### src/design/gtgps_pkg.sv
// shared types, constants and the arctangent table of the go-to-goal steering block
`default_nettype none

package gtgps_pkg;

   // cordic iteration count, default and table size
   localparam int CORDIC_STEPS_DEF = 16;
   localparam int ATAN_ENTRIES     = 24;

   // datapath widths
   localparam int XY_W   = 36;  // cordic x/y, 17 bit differences scaled by 2^16 plus growth
   localparam int Z_W    = 34;  // angle accumulator, q2.30 plus headroom
   localparam int DIST_W = 17;  // rounded distance, q.10
   localparam int ERR_W  = 17;  // heading error, q5.12

   localparam logic signed [Z_W-1:0] HALF_PI_Q30  = 34'sd1686629713;
   localparam logic [15:0]           INV_GAIN_Q16 = 16'd39797;

   // register indexes on the csr port
   localparam int CSR_IDX_W = 2;
   localparam logic [CSR_IDX_W-1:0] CSR_LINEAR_GAIN  = 2'd0;
   localparam logic [CSR_IDX_W-1:0] CSR_ANGULAR_GAIN = 2'd1;
   localparam logic [CSR_IDX_W-1:0] CSR_STOP_DIST    = 2'd2;

   localparam logic [15:0] LINEAR_GAIN_RST  = 16'd11469;
   localparam logic [15:0] ANGULAR_GAIN_RST = 16'd51472;
   localparam logic [14:0] STOP_DIST_RST    = 15'd307;

   typedef struct packed {
      logic signed [15:0] pose_x;
      logic signed [15:0] pose_y;
      logic signed [15:0] pose_heading;
      logic signed [15:0] goal_x;
      logic signed [15:0] goal_y;
   } req_type;

   typedef struct packed {
      logic signed [15:0] forward_speed;
      logic signed [15:0] turn_rate;
      logic               arrived;
   } rsp_type;

   // one word in flight through the cordic
   typedef struct packed {
      logic                   valid;
      logic signed [XY_W-1:0] x;
      logic signed [XY_W-1:0] y;
      logic signed [Z_W-1:0]  z;
      logic signed [15:0]     hd;
   } vec_type;

   typedef struct packed {
      logic [15:0] linear_gain;
      logic [15:0] angular_gain;
      logic [14:0] stop_distance;
   } cfg_type;

   // truncated atan(2^-i) in q2.30
   function automatic logic signed [Z_W-1:0] atan_q30(input int idx);
      case (idx)
         0:       return 34'sd843314856;
         1:       return 34'sd497837829;
         2:       return 34'sd263043836;
         3:       return 34'sd133525158;
         4:       return 34'sd67021686;
         5:       return 34'sd33543515;
         6:       return 34'sd16775850;
         7:       return 34'sd8388437;
         8:       return 34'sd4194282;
         9:       return 34'sd2097149;
         10:      return 34'sd1048575;
         11:      return 34'sd524287;
         12:      return 34'sd262143;
         13:      return 34'sd131071;
         14:      return 34'sd65535;
         15:      return 34'sd32767;
         16:      return 34'sd16383;
         17:      return 34'sd8191;
         18:      return 34'sd4095;
         19:      return 34'sd2047;
         20:      return 34'sd1023;
         21:      return 34'sd511;
         22:      return 34'sd255;
         23:      return 34'sd127;
         default: return '0;
      endcase
   endfunction

endpackage

`default_nettype wire

### src/design/gtgps_cordic_stage.sv
// one registered cordic vectoring iteration
`default_nettype none

module gtgps_cordic_stage #(
   parameter int STAGE = 0
) (
   input  wire                    clock,
   input  wire                    reset,
   input  wire                    enable,
   input  gtgps_pkg::vec_type     in_vec,
   output gtgps_pkg::vec_type     out_vec
);
   import gtgps_pkg::*;

   localparam logic signed [Z_W-1:0] ATAN_C = atan_q30(STAGE);

   vec_type vec_ff, vec_in;
   logic signed [XY_W-1:0] xs, ys;

   always_comb begin
      xs = in_vec.x >>> STAGE;
      ys = in_vec.y >>> STAGE;
      vec_in = in_vec;
      if (!in_vec.y[XY_W-1]) begin
         vec_in.x = in_vec.x + ys;
         vec_in.y = in_vec.y - xs;
         vec_in.z = in_vec.z + ATAN_C;
      end else begin
         vec_in.x = in_vec.x - ys;
         vec_in.y = in_vec.y + xs;
         vec_in.z = in_vec.z - ATAN_C;
      end
   end

   always_ff @(posedge clock) begin
      if (reset) begin
         vec_ff.valid <= 1'b0;
      end else if (enable) begin
         vec_ff <= vec_in;
      end
   end

   assign out_vec = vec_ff;

endmodule

`default_nettype wire

### config.mk
export PLATFORM = sky130hd
export DESIGN_NAME = gtgps_cordic_stage
export DESIGN_NICKNAME = d
export VERILOG_FILES = /design/src/design/gtgps_pkg.sv /design/src/design/gtgps_cordic_stage.sv
export SDC_FILE = /design/constraint.sdc
export NUM_CORES = 1
export LEC_CHECK = 0
export ABC_CLOCK_PERIOD_IN_PS = 8580
export BUFFER_PORTS_ARGS = -buffer_cell sky130_fd_sc_hd__buf_2
export CAP_MARGIN = 10
export CORE_MARGIN = 5
export CORE_UTILIZATION = 56
export DETAILED_ROUTE_END_ITERATION = 7
export GPL_TIMING_DRIVEN = 1
export HOLD_SLACK_MARGIN = 0.08
export PLACE_DENSITY = 0.84
export SLEW_MARGIN = 5
export SYNTH_ARGS = -nofsm -noshare
export SYNTH_HDL_FRONTEND = slang
export SYNTH_SLANG_ARGS = --single-unit
### constraint.sdc
create_clock -name clock -period 8.58 [get_ports clock]
set_input_delay 0.429 -clock clock [delete_from_list [all_inputs] [get_ports clock]]
set_output_delay 0.429 -clock clock [all_outputs]
set_load 0.05 [all_outputs]
==> impl_metrics.toml <==
[run_status]
run_status = "finished, final reports clean"

[die]
io_pins = 249
die_w_um = 152
die-area_um2 = 23100
die_h_um = 152
initial_utilization_pct = 56.4
num_rows = 52
core_area_um2 = 20000

[sta]
drv_slew = 0
setup-violations-final = 0
hold_viol_final = 0
timing.fmax_mhz = 260
holdWs_ns = 0.176
setup_tns_ns = 0
slew_headroom_pct = 36.8
post-route-min-period_ns = 3.84
rsz0062_at_grt = "no"
setup_ws_ns = 4.74
fin_crit_sh_pct = 44.8
skew_ns = 0
tightest_slew_ns = 0.948

[cts]
cts_buffers = 17
cts.path.max_buffers = 2
postCtsResizedCells = 0
path_clk_slew_ns = 0.06
holdBufCountCts = 0
cts_tree = "yes"
clk_latency_ns = 0.42
cts_root_buf = "clkbuf_16"
htree_num_levels = 4
cts_setup_buffers = 0
clkSinkCount = 122

[pwr]
pwr_density_cell_nw_per_um2 = 184
peakVddDrop_v = 0.000134
power.net_switching_mw = 0.970
pwr-share-comb_pct = 38.2
cell_internal_pwr_mw = 1.48
seqPwrFrac_pct = 31.3
switching_share_pct = 39.6
clock_power_share_pct = 30.5
finalPower_mw = 2.45
leakagePower_nw = 6.01

[yosys]
ys_top_cells_by_count = "141 x a21oi_1, 138 x ha_1, 121 x edfxtp_1"
async_reset_ff_share_pct = 0
synth-warning-count = 0
netlist_area_um2 = 11300
ys_ff_latch = 122
yosysUniqueCellTypes = 77
synth_ff_type = "edfxtp_1"
synth_top_area_share_pct = 32.1
synth_edf_count = 121
synthesis.nets = 1507
yosysMostFrequentCell = "a21oi_1"
synth_cells = 1239
yosys-top-cells-area = "edfxtp_1 32%, ha_1 15%, a21oi_1 6.2%"
yosysSeqAreaShare_pct = 32.3
yosys.area.top_type = "edfxtp_1"
synth_area_per_cell_um2 = 9.13

[finish]
largest_reg_flops = 122
final_area_um2 = 13300
syn2layout_area_growth_pct = 17.8
fin_nets = 1728
final_util_pct = 66.5
drive_above_1_share_pct = 21.9
stdcell_count = 1744
nFillCells = 1653

[place]
place_congestion = 0.982
pre_cts_slack_ns = 4.39
place_inst = 1710
dp_hpwl_mm = 25.8
portBuffers = 248
post_dp_cell_area_um2 = 12700

[setup_path]
critPathMaxStageDelay_ns = 0.63
cp-end-kind = "flop"
path_class = "primary input to flop"
critPathArrivalTime_ns = 4.01
cp_max_fo = 55
required_ns = 8.74
slowest_stage = "buf_4"
critPathLaunchType = "primary input"
path_buf_inv = 3
cp_top_family = "compound AO/OA/AOI/OAI gates"
worstPathCellList = "buf_2 > inv_2 > buf_4 > ha_1 > o21ai_0 > nor2_1 > o31a_1 > a221o_1 > a31oi_2 > o21ai_1 > a311oi_1 > nor3_1 > xor2_1"

[run]
cap_violations = 0

[global_route]
grt_pass1_vias = 10163
grt_max_degree = 77
antenna_found_initial = 2
grt_util_all_layers_pct = 27.9
grt_pass1_wl_mm = 53.2
gr-total-overflow = 0

[route]
routed_wl_mm = 33.4
wl_per_cell_um = 19.1
antenna_left = 0
dr_total_vias = 10629
remaining_drc_errors = 0
drtIter0Drc = 1211
vias_per_cell = 6.09
dr.pass1.iters = 6

[min_path]
worstHoldPathType = "primary input to flop"
==> power by group through the flow <==
stage,combinational [mW],sequential [mW],clock [mW]
4_1_cts,0.921,0.767,0.757
5_1_grt,0.998,0.772,0.789
3_5_place_dp,0.913,0.779,0
6_report,0.935,0.766,0.747
3_3_place_gp,0.905,0.778,0
2_1_floorplan,0.465,1.00,0
==> cell families after synthesis <==
logic type	Yosys count	share of synthesized area (%)
compound gates	419	24.5
fa+ha+maj	142	16.0
buf+inv	164	5.82
flops	122	32.3
mux	27	2.39
simple gates	271	11.8
xor+xnor	94	7.28
==> metal layers <==
| metal | global-route usage (%) | vias up | part of all wire, % |
|---|---|---|---|
| met5 | 0 | - | 0.039 |
| met4 | 8.90 | 2 | 3.3 |
| met3 | 5.97 | 107 | 10 |
| met2 | 46.3 | 670 | 47 |
| met1 | 36.5 | 4920 | 40 |
| li1 | - | 4930 | - |
==> worst paths after layout <==
check                             startpoint           end  slack (ns)  cells after the start
worst max-delay path              in_vec[85]   out_vec[46]        4.74                     13
worst min-delay path               in_vec[2]    out_vec[2]        0.18                      1
worst max register to register  out_vec[122]  out_vec[122]        7.99                      2
worst min register to register  out_vec[122]  out_vec[122]        0.53                      2
==> cell type report <==
type                            instances  area [um2]  area share (%)
Clock inverter                         15         181            1.36
Antenna cell                            1        2.50          0.0188
Multi-Input combinational cell        953        7010            52.6
Tap cell                              270         338            2.54
Clock buffer                           17         425            3.19
Timing Repair Buffer                  252        1280            9.64
Sequential cell                       122        3650            27.4
Inverter                              114         428            3.21
==> placed cells by master, fill, tap and decap left out, types with 9 or more instances in the layout <==
master	instances
a211oi_1	20
a21o_1	42
a21oi_1	141
buf_2	248
clkbuf_16	17
edfxtp_1	121
ha_1	138
inv_1	111
mux2i_1	27
nand2_1	54
nand2b_1	10
nand3_1	13
nand4_1	12
nor2_1	91
nor2b_1	17
nor3_1	27
nor4_1	9
o211ai_1	14
o21a_1	13
o21ai_0	72
o21bai_1	23
o31ai_1	13
or2_2	9
xnor2_1	68
xor2_1	26
No activity file was read; power rests on OpenSTA's default activity.
