`src/design/gtgps_pkg.sv`:
```
// shared types, constants and the arctangent table of the go-to-goal steering block
`default_nettype none

package gtgps_pkg;

   // cordic iteration count, default and table size
   localparam int CORDIC_STEPS_DEF = 16;
   localparam int ATAN_ENTRIES     = 24;

   // datapath widths
   localparam int XY_W   = 36;  // cordic x/y, 17 bit differences scaled by 2^16 plus growth
   localparam int Z_W    = 34;  // angle accumulator, q2.30 plus headroom
   localparam int DIST_W = 17;  // rounded distance, q.10
   localparam int ERR_W  = 17;  // heading error, q5.12

   localparam logic signed [Z_W-1:0] HALF_PI_Q30  = 34'sd1686629713;
   localparam logic [15:0]           INV_GAIN_Q16 = 16'd39797;

   // register indexes on the csr port
   localparam int CSR_IDX_W = 2;
   localparam logic [CSR_IDX_W-1:0] CSR_LINEAR_GAIN  = 2'd0;
   localparam logic [CSR_IDX_W-1:0] CSR_ANGULAR_GAIN = 2'd1;
   localparam logic [CSR_IDX_W-1:0] CSR_STOP_DIST    = 2'd2;

   localparam logic [15:0] LINEAR_GAIN_RST  = 16'd11469;
   localparam logic [15:0] ANGULAR_GAIN_RST = 16'd51472;
   localparam logic [14:0] STOP_DIST_RST    = 15'd307;

   typedef struct packed {
      logic signed [15:0] pose_x;
      logic signed [15:0] pose_y;
      logic signed [15:0] pose_heading;
      logic signed [15:0] goal_x;
      logic signed [15:0] goal_y;
   } req_type;

   typedef struct packed {
      logic signed [15:0] forward_speed;
      logic signed [15:0] turn_rate;
      logic               arrived;
   } rsp_type;

   // one word in flight through the cordic
   typedef struct packed {
      logic                   valid;
      logic signed [XY_W-1:0] x;
      logic signed [XY_W-1:0] y;
      logic signed [Z_W-1:0]  z;
      logic signed [15:0]     hd;
   } vec_type;

   typedef struct packed {
      logic [15:0] linear_gain;
      logic [15:0] angular_gain;
      logic [14:0] stop_distance;
   } cfg_type;

   // truncated atan(2^-i) in q2.30
   function automatic logic signed [Z_W-1:0] atan_q30(input int idx);
      case (idx)
         0:       return 34'sd843314856;
         1:       return 34'sd497837829;
         2:       return 34'sd263043836;
         3:       return 34'sd133525158;
         4:       return 34'sd67021686;
         5:       return 34'sd33543515;
         6:       return 34'sd16775850;
         7:       return 34'sd8388437;
         8:       return 34'sd4194282;
         9:       return 34'sd2097149;
         10:      return 34'sd1048575;
         11:      return 34'sd524287;
         12:      return 34'sd262143;
         13:      return 34'sd131071;
         14:      return 34'sd65535;
         15:      return 34'sd32767;
         16:      return 34'sd16383;
         17:      return 34'sd8191;
         18:      return 34'sd4095;
         19:      return 34'sd2047;
         20:      return 34'sd1023;
         21:      return 34'sd511;
         22:      return 34'sd255;
         23:      return 34'sd127;
         default: return '0;
      endcase
   endfunction

endpackage

`default_nettype wire

```
`src/design/gtgps_post.sv`:
```
// gain correction, heading error, arrival test, speed products and saturation
`default_nettype none

module gtgps_post (
   input  wire                    clock,
   input  wire                    reset,
   input  wire                    enable,
   input  gtgps_pkg::vec_type     in_vec,
   input  gtgps_pkg::cfg_type     cfg,
   output logic                   out_valid,
   output gtgps_pkg::rsp_type     out_data
);
   import gtgps_pkg::*;

   localparam int PROD_W = XY_W - 1 + 16;

   // stage a: distance product and heading error
   logic                    a_valid_ff;
   logic [PROD_W-1:0]       a_prod_ff, a_prod_in;
   logic signed [ERR_W-1:0] a_err_ff, a_err_in;
   logic signed [Z_W-1:0]   zsum;
   logic signed [15:0]      bearing;

   always_comb begin
      a_prod_in = in_vec.x[XY_W-2:0] * INV_GAIN_Q16;
      zsum      = in_vec.z + Z_W'(1 <<< 17);
      bearing   = zsum[Z_W-1:18];
      a_err_in  = {bearing[15], bearing} - {in_vec.hd[15], in_vec.hd};
   end

   always_ff @(posedge clock) begin
      if (reset) begin
         a_valid_ff <= 1'b0;
      end else if (enable) begin
         a_valid_ff <= in_vec.valid;
      end
   end

   always_ff @(posedge clock) begin
      if (enable) begin
         a_prod_ff <= a_prod_in;
         a_err_ff  <= a_err_in;
      end
   end

   // stage b: rounded distance, arrival test, gain products
   logic                    b_valid_ff;
   logic                    b_arrived_ff, b_arrived_in;
   logic [DIST_W+15:0]      b_fprod_ff, b_fprod_in;
   logic signed [ERR_W+16:0] b_tprod_ff, b_tprod_in;
   logic [PROD_W-1:0]       dsum;
   logic [DIST_W-1:0]       dist_q10;

   always_comb begin
      dsum         = a_prod_ff + PROD_W'(64'd1 << 31);
      dist_q10     = dsum[32+DIST_W-1:32];
      b_arrived_in = (dist_q10 <= {{(DIST_W-15){1'b0}}, cfg.stop_distance});
      b_fprod_in   = cfg.linear_gain * dist_q10;
      b_tprod_in   = $signed({1'b0, cfg.angular_gain}) * a_err_ff;
   end

   always_ff @(posedge clock) begin
      if (reset) begin
         b_valid_ff <= 1'b0;
      end else if (enable) begin
         b_valid_ff <= a_valid_ff;
      end
   end

   always_ff @(posedge clock) begin
      if (enable) begin
         b_arrived_ff <= b_arrived_in;
         b_fprod_ff   <= b_fprod_in;
         b_tprod_ff   <= b_tprod_in;
      end
   end

   // stage c: round, saturate, zero on arrival
   logic                     c_valid_ff;
   rsp_type                  c_data_ff, c_data_in;
   logic [DIST_W+16:0]       fsum;
   logic [DIST_W+2:0]        fq;
   logic signed [ERR_W+17:0] tsum;
   logic signed [ERR_W+1:0]  tq;

   always_comb begin
      fsum = {1'b0, b_fprod_ff} + (DIST_W+17)'(1 << 13);
      fq   = fsum[DIST_W+16:14];
      tsum = {b_tprod_ff[ERR_W+16], b_tprod_ff} + (ERR_W+18)'(1 << 15);
      tq   = tsum[ERR_W+17:16];
      c_data_in = '0;
      if (b_arrived_ff) begin
         c_data_in.arrived = 1'b1;
      end else begin
         if (fq > (DIST_W+3)'(32767)) begin
            c_data_in.forward_speed = 16'sh7FFF;
         end else begin
            c_data_in.forward_speed = fq[15:0];
         end
         if (tq > (ERR_W+2)'(32767)) begin
            c_data_in.turn_rate = 16'sh7FFF;
         end else if (tq < -(ERR_W+2)'(32768)) begin
            c_data_in.turn_rate = 16'sh8000;
         end else begin
            c_data_in.turn_rate = tq[15:0];
         end
      end
   end

   always_ff @(posedge clock) begin
      if (reset) begin
         c_valid_ff <= 1'b0;
      end else if (enable) begin
         c_valid_ff <= b_valid_ff;
      end
   end

   always_ff @(posedge clock) begin
      if (enable) begin
         c_data_ff <= c_data_in;
      end
   end

   assign out_valid = c_valid_ff;
   assign out_data  = c_data_ff;

endmodule

`default_nettype wire

```
`config.mk`:
```
export PLATFORM = sky130hd
export DESIGN_NAME = gtgps_post
export DESIGN_NICKNAME = d
export VERILOG_FILES = /design/src/design/gtgps_pkg.sv /design/src/design/gtgps_post.sv
export SDC_FILE = /design/constraint.sdc
export NUM_CORES = 2
export LEC_CHECK = 0
export ABC_AREA = 1
export BUFFER_PORTS_ARGS = -buffer_cell sky130_fd_sc_hd__clkbuf_2
export CAP_MARGIN = 0
export CORE_MARGIN = 2
export CORE_UTILIZATION = 60
export CTS_BUF_LIST = sky130_fd_sc_hd__clkbuf_4 sky130_fd_sc_hd__clkbuf_8
export CTS_CLUSTER_DIAMETER = 200
export CTS_CLUSTER_SIZE = 40
export DETAILED_ROUTE_END_ITERATION = 10
export PLACE_DENSITY_LB_ADDON = 0.2
export RECOVER_POWER = 100
export SYNTH_ARGS = -nofsm -noshare
export SYNTH_HDL_FRONTEND = slang
export SYNTH_SLANG_ARGS = --single-unit
export TNS_END_PERCENT = 20
```
`constraint.sdc`:
```
create_clock -name clock -period 18.55 [get_ports clock]
set_clock_uncertainty 0.1 [all_clocks]
set_input_delay 3.71 -clock clock [delete_from_list [all_inputs] [get_ports clock]]
set_output_delay 3.71 -clock clock [all_outputs]
set_load 0.005 [all_outputs]
```
==> flow_metrics.env <==
export IMPL_violations="max-capacitance violations, max-slew violations"
export IMPL_cts_root_buffer="clkbuf_8"
export IMPL_synthFlopType="edfxtp_1"
export IMPL_ioPinCount=207
export IMPL_cts_hold_buf=0
export IMPL_worstSkewPairLatency_ns=0.46
export IMPL_synth_edff_count=108
export IMPL_wl_per_cell_um=16.3
export IMPL_crit_type="primary input to register"
export IMPL_syn_to_final_growth_pct=4.03
export IMPL_nets=5929
export IMPL_seq_area_frac_synth_pct=9.02
export IMPL_dpl_hpwl_mm=75.9
export IMPL_post_cts_setup_buffers=0
export IMPL_via_count=28600
export IMPL_cts_path_max_buffers=2
export IMPL_path_max_fanout=17
export IMPL_place_gp_congestion=1.01
export IMPL_ys_top_cells_by_count="inv_1 (1,243), nand2_1 (959), fa_1 (669), ha_1 (454), nor2_1 (333)"
export IMPL_cts_sinks=111
export IMPL_first_global_vias=30000
export IMPL_period_share_pct=50.3
export IMPL_startpoint_type="primary input"
export IMPL_required_ns=18.64
export IMPL_rsz0062_at_grt="false"
export IMPL_grt_max_degree=75
export IMPL_clk_pin_slew_ns=0.15
export IMPL_worst_pin_slew_ns=3.81
export IMPL_timing_fmax_mhz=107
export IMPL_die_y_um=251
export IMPL_maxSlewHeadroom_pct=-154
export IMPL_grt_pass1_wl_mm=148
export IMPL_antenna_found_initial=3
export IMPL_ys_top_cells_by_area="fa_1 (37%), ha_1 (16%), inv_1 (13%)"
export IMPL_holdPathStages=2
export IMPL_synth_largest_area_cell="fa_1"
export IMPL_synth_cells=4566
export IMPL_cp_data_arrival_time_ns=9.41
export IMPL_ys_ff_latch=111
export IMPL_drtIter0Drc=1592
export IMPL_tns_ns=0
export IMPL_ys_types=50
export IMPL_syn_area_um2=36600
export IMPL_synth_top_cell_area_share_pct=36.6
export IMPL_cts_resized=0
export IMPL_worst_r2r_path_depth=33
export IMPL_yosysMostFrequentCell="inv_1"
export IMPL_die_x_um=251
export IMPL_ant_nets=0
export IMPL_coreArea_um2=60400
export IMPL_portBuffers=152
export IMPL_start_util_pct=60.7
export IMPL_hold_path_class="register to register"
export IMPL_drive_gt1_share_pct=5.07
export IMPL_first_pass_iters=6
export IMPL_syn_nets=5862
export IMPL_cts_tree="built"
export IMPL_finalHoldViolCount=0
export IMPL_status="complete, but fails checks"
export IMPL_synth_avg_cell_area_um2=8.02
export IMPL_cts_made_buffers=9
export IMPL_ys_warn_count=0
export IMPL_num_rows=90
export IMPL_fin_crit_ns=9.32
export IMPL_drc=0
export IMPL_slew_viol_final=115
export IMPL_final_setup_viol_count=0
export IMPL_vias_per_cell=5.28
export IMPL_cts_max_level=3
export IMPL_wl_mm=88.3
export IMPL_seq_area_um2=3300
export IMPL_end_kind="register"
export IMPL_drv_cap=2
export IMPL_multi_input_area_um2=28100
export IMPL_fillerInstances=5473
export IMPL_grt_ovfl_total=0
export IMPL_die_area_um2=63000
export IMPL_synth_async_reset_ratio_pct=0
export IMPL_grt_use_total_pct=29.5
## sequential cells by signal, indices dropped and copies added, names as in the netlist
| name | flops |
|---|---|
| b_fprod_ff | 20 |
| a_err_ff | 17 |
| out_valid | 1 |
| out_data | 33 |
| b_valid_ff | 1 |
| a_prod_ff | 18 |
| a_valid_ff | 1 |
| b_tprod_ff | 19 |
| b_arrived_ff | 1 |
## final cells by class
cell class	instances	share of cell area, %
antenna	1	0.00657
clock buffer	10	0.345
clock inverter	6	0.227
inverter	1260	12.4
multi-input combinational	3095	73.8
sequential	111	8.67
tap	782	2.57
timing repair buffer	156	2.01
## path summary, 6_finish.rpt
kind / slack, ns / endpoint / from
worst min-delay path: 0.37 / out_valid / b_valid_ff
worst min register to register: 0.37 / out_valid / b_valid_ff
worst max register to register: 11.40 / b_fprod_ff[29] / a_prod_ff[31]
worst max-delay path: 9.23 / b_tprod_ff[20] / cfg[25]
## metal layers
| layer | global-route usage, % | vias to the layer above | share of wire (%) | wire (um) |
|---|---|---|---|---|
| met1 | 38.6 | 14000 | 43 | 37700 |
| met5 | 0 | - | 0.031 | 27 |
| met2 | 52.6 | 811 | 50 | 43800 |
| met4 | 7.57 | 4 | 2.5 | 2200 |
| li1 | - | 13700 | - | - |
| met3 | 3.05 | 137 | 5.1 | 4510 |
## per-stage QoR
step	utilization [%]	hold slack (ns)	cell area (um2)	worst slack, ns	std cells
final	63.1	0.367	38100	9.23	5421
after floorplan	-	0.330	36600	9.50	4566
after CTS	63.2	0.371	38200	9.53	5420
after global placement	62.9	0.346	38000	9.03	5404
after detailed placement	62.9	0.349	38000	9.01	5404
after global routing	63.1	0.388	38100	8.91	5421
## critical path: stages
cell      delay, ns
clkbuf_1       0.78
nand2_1        0.16
fa_1           0.53
inv_1          0.05
fa_1           0.52
inv_1          0.06
fa_1           0.50
inv_1          0.07
fa_1           0.53
inv_1          0.05
fa_1           0.48
inv_1          0.05
fa_1           0.36
ha_1           0.37
nand2_1        0.14
inv_1          0.05
a21oi_1        0.24
a21boi_0       0.22
nand2_1        0.20
nand2_1        0.13
nand2_1        0.06
nand2_1        0.06
nand2_1        0.08
## cell usage in the layout (no fill, tap or decap), types with 4 or more instances in the layout
master,n
nor2_1,333
a31oi_1,13
o21bai_1,27
nand3b_1,6
inv_1,1243
clkinv_1,4
edfxtp_1,108
nand2_1,961
o21a_1,6
nor2_4,5
clkbuf_2,134
xnor2_1,28
xor2_1,54
inv_2,13
a21oi_1,142
o21ai_0,88
or2_2,18
nand2_2,21
and3_1,4
ha_1,454
nor4_1,8
clkbuf_1,19
nand4_1,50
nand3_1,106
clkbuf_8,9
a21o_1,20
fa_1,669
nor3_1,35
a21boi_0,9
nor2_2,11
nand3_2,8
## logic make-up after synthesis
logic type / Yosys count / share of synthesized area, %
XOR/XNOR: 83 / 2.01
adder cells (fa/ha/maj): 1123 / 52.1
buffers and inverters: 1360 / 14.1
other: 1 / 0.0102
AO/OA/AOI/OAI: 316 / 4.89
flip-flops: 111 / 9.02
AND/OR/NAND/NOR: 1572 / 17.9
Power is left out: the tool's default activity adds up to more than one toggle a clock period on the data nets, which glitch-free logic cannot reach.
