File: config.mk
export PLATFORM = sky130hd
export DESIGN_NAME = gtgps_prerot
export DESIGN_NICKNAME = d
export VERILOG_FILES = /design/src/design/gtgps_pkg.sv /design/src/design/gtgps_prerot.sv
export SDC_FILE = /design/constraint.sdc
export NUM_CORES = 1
export LEC_CHECK = 0
export BUFFER_PORTS_ARGS = -buffer_cell sky130_fd_sc_hd__buf_2
export CAP_MARGIN = 10
export CORE_ASPECT_RATIO = 1.4
export CORE_MARGIN = 2
export CORE_UTILIZATION = 55
export CTS_CLUSTER_SIZE = 10
export DETAILED_ROUTE_END_ITERATION = 10
export HOLD_SLACK_MARGIN = 0.06
export MAX_ROUTING_LAYER = met4
export PLACE_DENSITY = 0.95
export SLEW_MARGIN = 5
export SYNTH_ARGS = -nofsm -noshare
export SYNTH_HDL_FRONTEND = slang
export SYNTH_SLANG_ARGS = --single-unit
File: constraint.sdc
create_clock -name clock -period 6.7 [get_ports clock]
set_input_delay 0.67 -clock clock [delete_from_list [all_inputs] [get_ports clock]]
set_output_delay 0.67 -clock clock [all_outputs]
set_load 0.05 [all_outputs]
File: src/design/gtgps_pkg.sv
// shared types, constants and the arctangent table of the go-to-goal steering block
`default_nettype none

package gtgps_pkg;

   // cordic iteration count, default and table size
   localparam int CORDIC_STEPS_DEF = 16;
   localparam int ATAN_ENTRIES     = 24;

   // datapath widths
   localparam int XY_W   = 36;  // cordic x/y, 17 bit differences scaled by 2^16 plus growth
   localparam int Z_W    = 34;  // angle accumulator, q2.30 plus headroom
   localparam int DIST_W = 17;  // rounded distance, q.10
   localparam int ERR_W  = 17;  // heading error, q5.12

   localparam logic signed [Z_W-1:0] HALF_PI_Q30  = 34'sd1686629713;
   localparam logic [15:0]           INV_GAIN_Q16 = 16'd39797;

   // register indexes on the csr port
   localparam int CSR_IDX_W = 2;
   localparam logic [CSR_IDX_W-1:0] CSR_LINEAR_GAIN  = 2'd0;
   localparam logic [CSR_IDX_W-1:0] CSR_ANGULAR_GAIN = 2'd1;
   localparam logic [CSR_IDX_W-1:0] CSR_STOP_DIST    = 2'd2;

   localparam logic [15:0] LINEAR_GAIN_RST  = 16'd11469;
   localparam logic [15:0] ANGULAR_GAIN_RST = 16'd51472;
   localparam logic [14:0] STOP_DIST_RST    = 15'd307;

   typedef struct packed {
      logic signed [15:0] pose_x;
      logic signed [15:0] pose_y;
      logic signed [15:0] pose_heading;
      logic signed [15:0] goal_x;
      logic signed [15:0] goal_y;
   } req_type;

   typedef struct packed {
      logic signed [15:0] forward_speed;
      logic signed [15:0] turn_rate;
      logic               arrived;
   } rsp_type;

   // one word in flight through the cordic
   typedef struct packed {
      logic                   valid;
      logic signed [XY_W-1:0] x;
      logic signed [XY_W-1:0] y;
      logic signed [Z_W-1:0]  z;
      logic signed [15:0]     hd;
   } vec_type;

   typedef struct packed {
      logic [15:0] linear_gain;
      logic [15:0] angular_gain;
      logic [14:0] stop_distance;
   } cfg_type;

   // truncated atan(2^-i) in q2.30
   function automatic logic signed [Z_W-1:0] atan_q30(input int idx);
      case (idx)
         0:       return 34'sd843314856;
         1:       return 34'sd497837829;
         2:       return 34'sd263043836;
         3:       return 34'sd133525158;
         4:       return 34'sd67021686;
         5:       return 34'sd33543515;
         6:       return 34'sd16775850;
         7:       return 34'sd8388437;
         8:       return 34'sd4194282;
         9:       return 34'sd2097149;
         10:      return 34'sd1048575;
         11:      return 34'sd524287;
         12:      return 34'sd262143;
         13:      return 34'sd131071;
         14:      return 34'sd65535;
         15:      return 34'sd32767;
         16:      return 34'sd16383;
         17:      return 34'sd8191;
         18:      return 34'sd4095;
         19:      return 34'sd2047;
         20:      return 34'sd1023;
         21:      return 34'sd511;
         22:      return 34'sd255;
         23:      return 34'sd127;
         default: return '0;
      endcase
   endfunction

endpackage

`default_nettype wire

File: src/design/gtgps_prerot.sv
// entry stage: position differences and rotation into the right half-plane
`default_nettype none

module gtgps_prerot (
   input  wire                    clock,
   input  wire                    reset,
   input  wire                    enable,
   input  wire                    in_valid,
   input  gtgps_pkg::req_type     in_data,
   output gtgps_pkg::vec_type     out_vec
);
   import gtgps_pkg::*;

   vec_type vec_ff, vec_in;
   logic signed [16:0] dx, dy, x17, y17;

   always_comb begin
      dx = {in_data.goal_x[15], in_data.goal_x} - {in_data.pose_x[15], in_data.pose_x};
      dy = {in_data.goal_y[15], in_data.goal_y} - {in_data.pose_y[15], in_data.pose_y};
      vec_in = '0;
      vec_in.valid = in_valid;
      vec_in.hd    = in_data.pose_heading;
      if (dx[16]) begin
         if (!dy[16]) begin
            x17      = dy;
            y17      = -dx;
            vec_in.z = HALF_PI_Q30;
         end else begin
            x17      = -dy;
            y17      = dx;
            vec_in.z = -HALF_PI_Q30;
         end
      end else begin
         x17      = dx;
         y17      = dy;
         vec_in.z = '0;
      end
      // scale by 2^16 on entry
      vec_in.x = {{(XY_W-33){x17[16]}}, x17, 16'b0};
      vec_in.y = {{(XY_W-33){y17[16]}}, y17, 16'b0};
   end

   always_ff @(posedge clock) begin
      if (reset) begin
         vec_ff.valid <= 1'b0;
      end else if (enable) begin
         vec_ff <= vec_in;
      end
   end

   assign out_vec = vec_ff;

endmodule

`default_nettype wire

==> results of run 1 <==
-- layout by cell type, fill, tap and decap left out, types with 17 or more instances in the layout --
| cell type | instances |
|---|---|
| sky130_fd_sc_hd__conb_1 | 32 |
| sky130_fd_sc_hd__a21oi_1 | 35 |
| sky130_fd_sc_hd__xor2_1 | 22 |
| sky130_fd_sc_hd__ha_1 | 35 |
| sky130_fd_sc_hd__inv_1 | 44 |
| sky130_fd_sc_hd__buf_2 | 174 |
| sky130_fd_sc_hd__o21ai_0 | 22 |
| sky130_fd_sc_hd__nand3_1 | 17 |
| sky130_fd_sc_hd__nand2_1 | 38 |
| sky130_fd_sc_hd__edfxtp_1 | 53 |
| sky130_fd_sc_hd__nor2_1 | 48 |
-- kinds of logic (layout without fill, tap and decap cells) --
| kind of cell | Yosys count | count (layout) | share of synthesized area, % |
|---|---|---|---|
| and+or+nand+nor | 191 | 191 | 18.1 |
| AOI/OAI and AO/OA | 153 | 153 | 20.2 |
| buffers and inverters | 135 | 228 | 14.6 |
| DFF | 54 | 54 | 29.5 |
| adders and majority gates | 37 | 37 | 8.76 |
| xor gates and xnor gates | 33 | 33 | 5.30 |
| muxes | 18 | 18 | 3.44 |
| other | 1 | 32 | 0.0687 |
-- worst max-delay path, stage by stage --
cell                       delay, ps
sky130_fd_sc_hd__buf_2            70
sky130_fd_sc_hd__inv_1            40
sky130_fd_sc_hd__ha_1            200
sky130_fd_sc_hd__fa_1            390
sky130_fd_sc_hd__nand2b_1        200
sky130_fd_sc_hd__a21o_1          180
sky130_fd_sc_hd__nand2_1         130
sky130_fd_sc_hd__a311oi_2        130
sky130_fd_sc_hd__o311ai_2        330
sky130_fd_sc_hd__and2_0          920
sky130_fd_sc_hd__inv_2           600
sky130_fd_sc_hd__mux2_2          430
sky130_fd_sc_hd__nor3_1          130
-- per-layer routing --
layer | GRT usage (%) | vias to the layer above
li1 | - | 2400
met1 | 26.5 | 2199
met2 | 42.2 | 273
met3 | 1.83 | 54
met4 | 11.6 | 0
met5 | - | -
-- Yosys cell counts (all sizes together), types with 11 or more instances --
library cell / instances / area (sq um)
buf: 82 / 594
edfxtp: 53 / 1590
xor2: 22 / 193
ha: 35 / 438
a21oi: 37 / 193
or3: 14 / 93.8
xnor2: 11 / 96.3
nor2: 49 / 186
a21o: 11 / 83.8
nand3: 17 / 85.1
nand2: 38 / 143
mux2i: 15 / 150
o21ai: 29 / 153
inv: 45 / 169
o211ai: 12 / 95.1
nor3: 14 / 70.1
-- final cells by class --
type | count | area (sq um) | share of cell area, %
sequential | 54 | 1610 | 26.2
timing repair buffer | 175 | 878 | 14.3
multi-input combinational | 464 | 3170 | 51.6
clock inverter | 3 | 23.8 | 0.386
inverter | 45 | 169 | 2.75
clock buffer | 5 | 125 | 2.03
tap | 135 | 169 | 2.75
-- power by group --
| part | internal (mW) | leakage [nW] | switching (mW) |
|---|---|---|---|
| Clock | 0.140 | 0.0664 | 0.120 |
| Sequential | 0.425 | 0.503 | 0.0124 |
| Combinational | 0.217 | 2.27 | 0.534 |
-- per-stage QoR --
stage | hold slack (ps) | std cells | worst slack [ps] | utilization (%) | area, sq um
after global routing | 541 | 881 | 2070 | 62.8 | 6150
after floorplan | 733 | 653 | 3180 | - | 5570
after global placement | 476 | 873 | 2310 | 61.3 | 6000
after CTS | 528 | 881 | 2450 | 62.8 | 6150
after detailed placement | 514 | 873 | 2160 | 61.3 | 6000
final | 511 | 881 | 2390 | 62.8 | 6150
-- worst max-delay path by stage --
stage | from | endpoint | slack, ps | cells after the start
2_1_floorplan | reset | out_vec[0] | 3180 | 1
6_report | in_data[16] | out_vec[116] | 2390 | 13
3_3_place_gp | in_data[16] | out_vec[116] | 2310 | 13
5_1_grt | in_data[16] | out_vec[116] | 2070 | 13
4_1_cts | in_data[16] | out_vec[116] | 2450 | 13
3_5_place_dp | in_data[16] | out_vec[116] | 2160 | 13
==> metrics.log, run 1 <==
INFO  metric floorplan.io_pins = 207
INFO  metric antenna_cells_inserted = 0
INFO  metric finalWorstPathRequiredPeriod = 4310 ps
INFO  metric detailedPlacementHpwl = 10.4 mm
INFO  metric worstPathArrival = 4450 ps
INFO  metric fin_skew = 0 ps
INFO  metric first_pass_iters = 5
INFO  metric synth_cells = 622
INFO  metric synthFlopType = sky130_fd_sc_hd__edfxtp_1
INFO  metric routedWlPerCell = 14.8 um
INFO  metric m1WireLength = 4.92 mm
INFO  metric postRouteAntennaNets = 0
INFO  metric ys_seq_elements = 54
INFO  metric clock_sink_count = 54
INFO  metric synth.distinct_cells = 83
INFO  metric final_nets = 866
INFO  metric die-height = 122 um
INFO  metric timing.hold.worst_path_depth = 2
INFO  metric clockBufferDepth = 2
INFO  metric clock_insertion_delay_worst_skew = 290 ps
INFO  metric tns = 0 ps
INFO  metric via_per_inst = 5.59
INFO  metric total_power = 1.45 mW
INFO  metric post_cts.resized_instances = 0
INFO  metric core = 0.00979 sq mm
INFO  metric worst_pin_slew = 1110 ps
INFO  metric syn-mean-instance-area = 8.77 sq um
INFO  metric layout_worst_path_cycle_share = 64.4%
INFO  metric worst_slew_margin_rel = 25.8%
INFO  metric starting_density_of_the_core = 55.7%
INFO  metric met2RoutedLength = 6.61 mm
INFO  metric max-cap-violations = 0
INFO  metric tritoncts.num_buffers = 5
INFO  metric highest_layer = met4
INFO  metric num_vias = 4926
INFO  metric global_route.usage.total = 23.8%
INFO  metric postCtsSetupBuffers = 0
INFO  metric rsz_0062_raised_after_global_routing = false
INFO  metric placement.io_buffers = 174
INFO  metric r2r_end = out_vec[122]
INFO  metric post_route_cells_drive_above_1_share = 28.8%
INFO  metric detail_route.drc_violations = 0
INFO  metric final.fill_count = 858
INFO  metric critPathLaunchType = primary input
INFO  metric number_of_hold_repair_buffers_added_at_the_cts_stage = 0
INFO  metric placement_rows = 43
INFO  metric synth-edff-count = 53
INFO  metric cts_tree = yes
INFO  metric worst_setup_hold_path_clk_slew = 70 ps
INFO  metric r2r-start = out_vec[122]
INFO  metric syn-cell-area = 0.00546 sq mm
INFO  metric fp.dieArea = 0.0107 sq mm
INFO  metric maximum_number_of_pins_on_one_net_before_global_route_repair = 54
INFO  metric final_max_slew_viol_count = 0
INFO  metric die_w = 88.2 um
INFO  metric worst-setup-path-type = primary input to flop
INFO  metric hold_endpoint = out_vec[122]
INFO  metric synth.yosys.seq_area_share = 29.5%
INFO  metric setup_viol_count_final = 0
INFO  metric status = finished clean
INFO  metric h_tree_lvl_count = 2
INFO  metric wirelength = 13.0 mm
INFO  metric regToRegSetupSlack = 6120 ps
INFO  metric ff2ff_path_depth = 2
INFO  metric grt_overflow_total = 0
INFO  metric number_of_synthesis_warnings = 0
INFO  metric grt_first_pass_wirelength = 20.0 mm
INFO  metric hold_path_class = flop to flop
INFO  metric detail_route.iter0.violations = 419
INFO  metric proportion_of_register_bits_with_asynchronous_set_or_reset_after_synthesis = 0%
INFO  metric timing.hold.worst.start = out_vec[122]
INFO  metric worstPathRequired = 6840 ps
INFO  metric largest_register_ffs = 54
INFO  metric hold_viol_final = 0
INFO  metric peakVddDrop = 0.128 mV
INFO  metric grt_antenna_before_repair = 0
INFO  metric endpoint_kind = flop
INFO  metric critical_path.max_fanout = 36
INFO  metric area.growth.synth_to_final = 12.7%
INFO  metric power.density = 235 mW/mm^2
INFO  metric place_congestion = 0.961
INFO  metric met3_length = 910 um
INFO  metric grt_pass1_vias = 4523
INFO  metric fmax = 232 MHz
INFO  metric cts-root-buf = sky130_fd_sc_hd__clkbuf_16
INFO  metric cellLeakagePower = 2.84 nW
No activity file was read; power rests on OpenSTA's default activity.
==> run 2, diff against run 1 <==
CORE_UTILIZATION = 51   (was 55)
PLACE_DENSITY = 0.91   (was 0.95)
clock period = 4.4 ns   (was 6.7 ns; I/O delays follow)
==> metrics.log, run 2 (synthesis results as in run 1) <==
INFO  metric status = finished clean
INFO  metric crit_path_max_incr_delay = 590 ps
INFO  metric post_cts.resized_instances = 0
INFO  metric cts-root-buf = sky130_fd_sc_hd__clkbuf_16
INFO  metric max-cap-violations = 0
INFO  metric detail_route.drc_violations = 0
INFO  metric peakVddDrop = 0.195 mV
INFO  metric grt_antenna_before_repair = 0
INFO  metric layout.cells.most_common = sky130_fd_sc_hd__buf_2
INFO  metric fin_ws = 1010 ps
INFO  metric placement_rows = 44
INFO  metric worst_slew_margin_rel = 36.3%
INFO  metric fmax = 295 MHz
INFO  metric layout_worst_path_cycle_share = 77.0%
INFO  metric global_route.usage.total = 22.1%
INFO  metric maximum_number_of_pins_on_one_net_before_global_route_repair = 37
INFO  metric crit_path_cell_trace = buf_2 -> inv_1 -> ha_1 -> fa_1 -> nand2b_1 -> a211oi_1 -> o2111a_1 -> or2_1 -> o21a_1 -> buf_4 -> nor2_1 -> xor2_1 -> mux2i_1
INFO  metric critical_path.n_buffers_inverters = 3
INFO  metric fin_skew = 0 ps
INFO  metric total_power = 2.26 mW
INFO  metric dp.cells = 881
INFO  metric area.growth.synth_to_final = 13.9%
INFO  metric detailedPlacementHpwl = 10.6 mm
INFO  metric worst_setup_hold_path_clk_slew = 70 ps
INFO  metric critPathLaunchType = primary input
INFO  metric power_report.internal_total = 1.26 mW
INFO  metric regToRegSetupSlack = 3780 ps
INFO  metric endpoint_kind = flop
INFO  metric dpl-instance-area = 0.00604 sq mm
INFO  metric wirelength = 13.1 mm
INFO  metric antenna_cells_inserted = 0
INFO  metric cp_num_cells = 13
INFO  metric hold_path_class = primary input to flop
INFO  metric ff2ff_path_depth = 2
INFO  metric detail_route.iter0.violations = 311
INFO  metric placement.io_buffers = 174
INFO  metric die_w = 91.4 um
INFO  metric critPathLaunch = in_data[0]
INFO  metric grt_first_pass_wirelength = 20.8 mm
INFO  metric crit_path_end = out_vec[104]
INFO  metric power_frac_seq = 29.5%
INFO  metric timing.hold.worst_path_depth = 1
INFO  metric setup_viol_count_final = 0
INFO  metric postRouteAntennaNets = 0
INFO  metric worst_hold_slack = 328 ps
INFO  metric h_tree_lvl_count = 2
INFO  metric finalWorstPathRequiredPeriod = 3390 ps
INFO  metric num_vias = 4974
INFO  metric timing.hold.worst.start = in_data[44]
INFO  metric hold_viol_final = 0
INFO  metric commonest_non_fill_non_tap_cells_in_the_layout = sky130_fd_sc_hd__buf_2, sky130_fd_sc_hd__edfxtp_1, sky130_fd_sc_hd__nor2_1, sky130_fd_sc_hd__inv_1, sky130_fd_sc_hd__nand2_1
INFO  metric starting_density_of_the_core = 52.5%
INFO  metric largest_register_ffs = 54
INFO  metric clock_sink_count = 54
INFO  metric final_max_slew_viol_count = 0
INFO  metric power.density = 364 mW/mm^2
INFO  metric core = 0.0104 sq mm
INFO  metric worst_path_dominant_cell_family = compound AO/OA/AOI/OAI gates
INFO  metric finalInstanceArea = 0.00622 sq mm
INFO  metric tritoncts.num_buffers = 5
INFO  metric floorplan.io_pins = 207
INFO  metric tns = 0 ps
INFO  metric pre_cts_ws = 798 ps
INFO  metric final_cells = 889
INFO  metric rsz_0062_raised_after_global_routing = false
INFO  metric worst_pin_slew = 954 ps
INFO  metric first_pass_iters = 5
INFO  metric power.share.clock = 19.7%
INFO  metric layout.core_utilization = 59.7%
INFO  metric worst_path_max_delay_cell = sky130_fd_sc_hd__o21a_1
INFO  metric final_nets = 871
INFO  metric fp.dieArea = 0.0116 sq mm
INFO  metric cellLeakagePower = 2.88 nW
INFO  metric place_congestion = 0.942
INFO  metric post_route_cells_drive_above_1_share = 29.3%
INFO  metric postCtsSetupBuffers = 0
INFO  metric final.fill_count = 916
INFO  metric p_comb_share = 50.7%
INFO  metric worstPathArrival = 3390 ps
INFO  metric switchingPower = 1.01 mW
INFO  metric power.share.switching = 44.5%
INFO  metric grt_overflow_total = 0
INFO  metric r2r_end = out_vec[122]
INFO  metric clockBufferDepth = 2
INFO  metric number_of_hold_repair_buffers_added_at_the_cts_stage = 0
INFO  metric grt_pass1_vias = 4510
INFO  metric cts_tree = yes
INFO  metric clock_insertion_delay_worst_skew = 280 ps
INFO  metric via_per_inst = 5.60
INFO  metric worst-setup-path-type = primary input to flop
INFO  metric die-height = 126 um
INFO  metric routedWlPerCell = 14.7 um
INFO  metric worstPathRequired = 4400 ps
INFO  metric r2r-start = out_vec[122]
INFO  metric critical_path.max_fanout = 22
-- run 2: changes by cell type in the layout (fill, tap and decap cells not counted) --
cell / change
sky130_fd_sc_hd__bufinv_16: +1
sky130_fd_sc_hd__buf_4: +5
sky130_fd_sc_hd__clkinv_4: +1
sky130_fd_sc_hd__clkinvlp_4: -2
-- run 2: final cells by class --
type	count	area, sq um	area share (%)
clock buffers	5	125	2.01
clock inverters	3	47.5	0.765
inverters	45	169	2.72
multi-input cells	464	3170	51.1
flip-flops and latches	54	1610	25.9
well taps	138	173	2.78
repair buffers	180	916	14.7
-- run 2: layer usage --
metal  wire length (um)  GRT usage, %  part of all wire (%)
met3                949          2.49                   7.2
met5                  0             -                     0
met1               4980          24.8                    38
met2               6840          40.7                    52
met4                337          6.86                   2.6
-- run 2: power groups by stage --
| stage | clock network [mW] | registers (mW) | logic (mW) |
|---|---|---|---|
| 3_3_place_gp | 0 | 0.679 | 1.11 |
| 6_report | 0.447 | 0.669 | 1.15 |
| 4_1_cts | 0.451 | 0.670 | 1.14 |
| 3_5_place_dp | 0 | 0.681 | 1.13 |
| 2_1_floorplan | 0 | 0.869 | 0.756 |
| 5_1_grt | 0.472 | 0.675 | 1.23 |
-- run 2: worst min-delay path by stage --
stage	slack, ps	end
detailed placement	550	out_vec[122]
floorplan	510	out_vec[122]
finish	330	out_vec[12]
global route	320	out_vec[9]
global placement	470	out_vec[122]
CTS	320	out_vec[12]
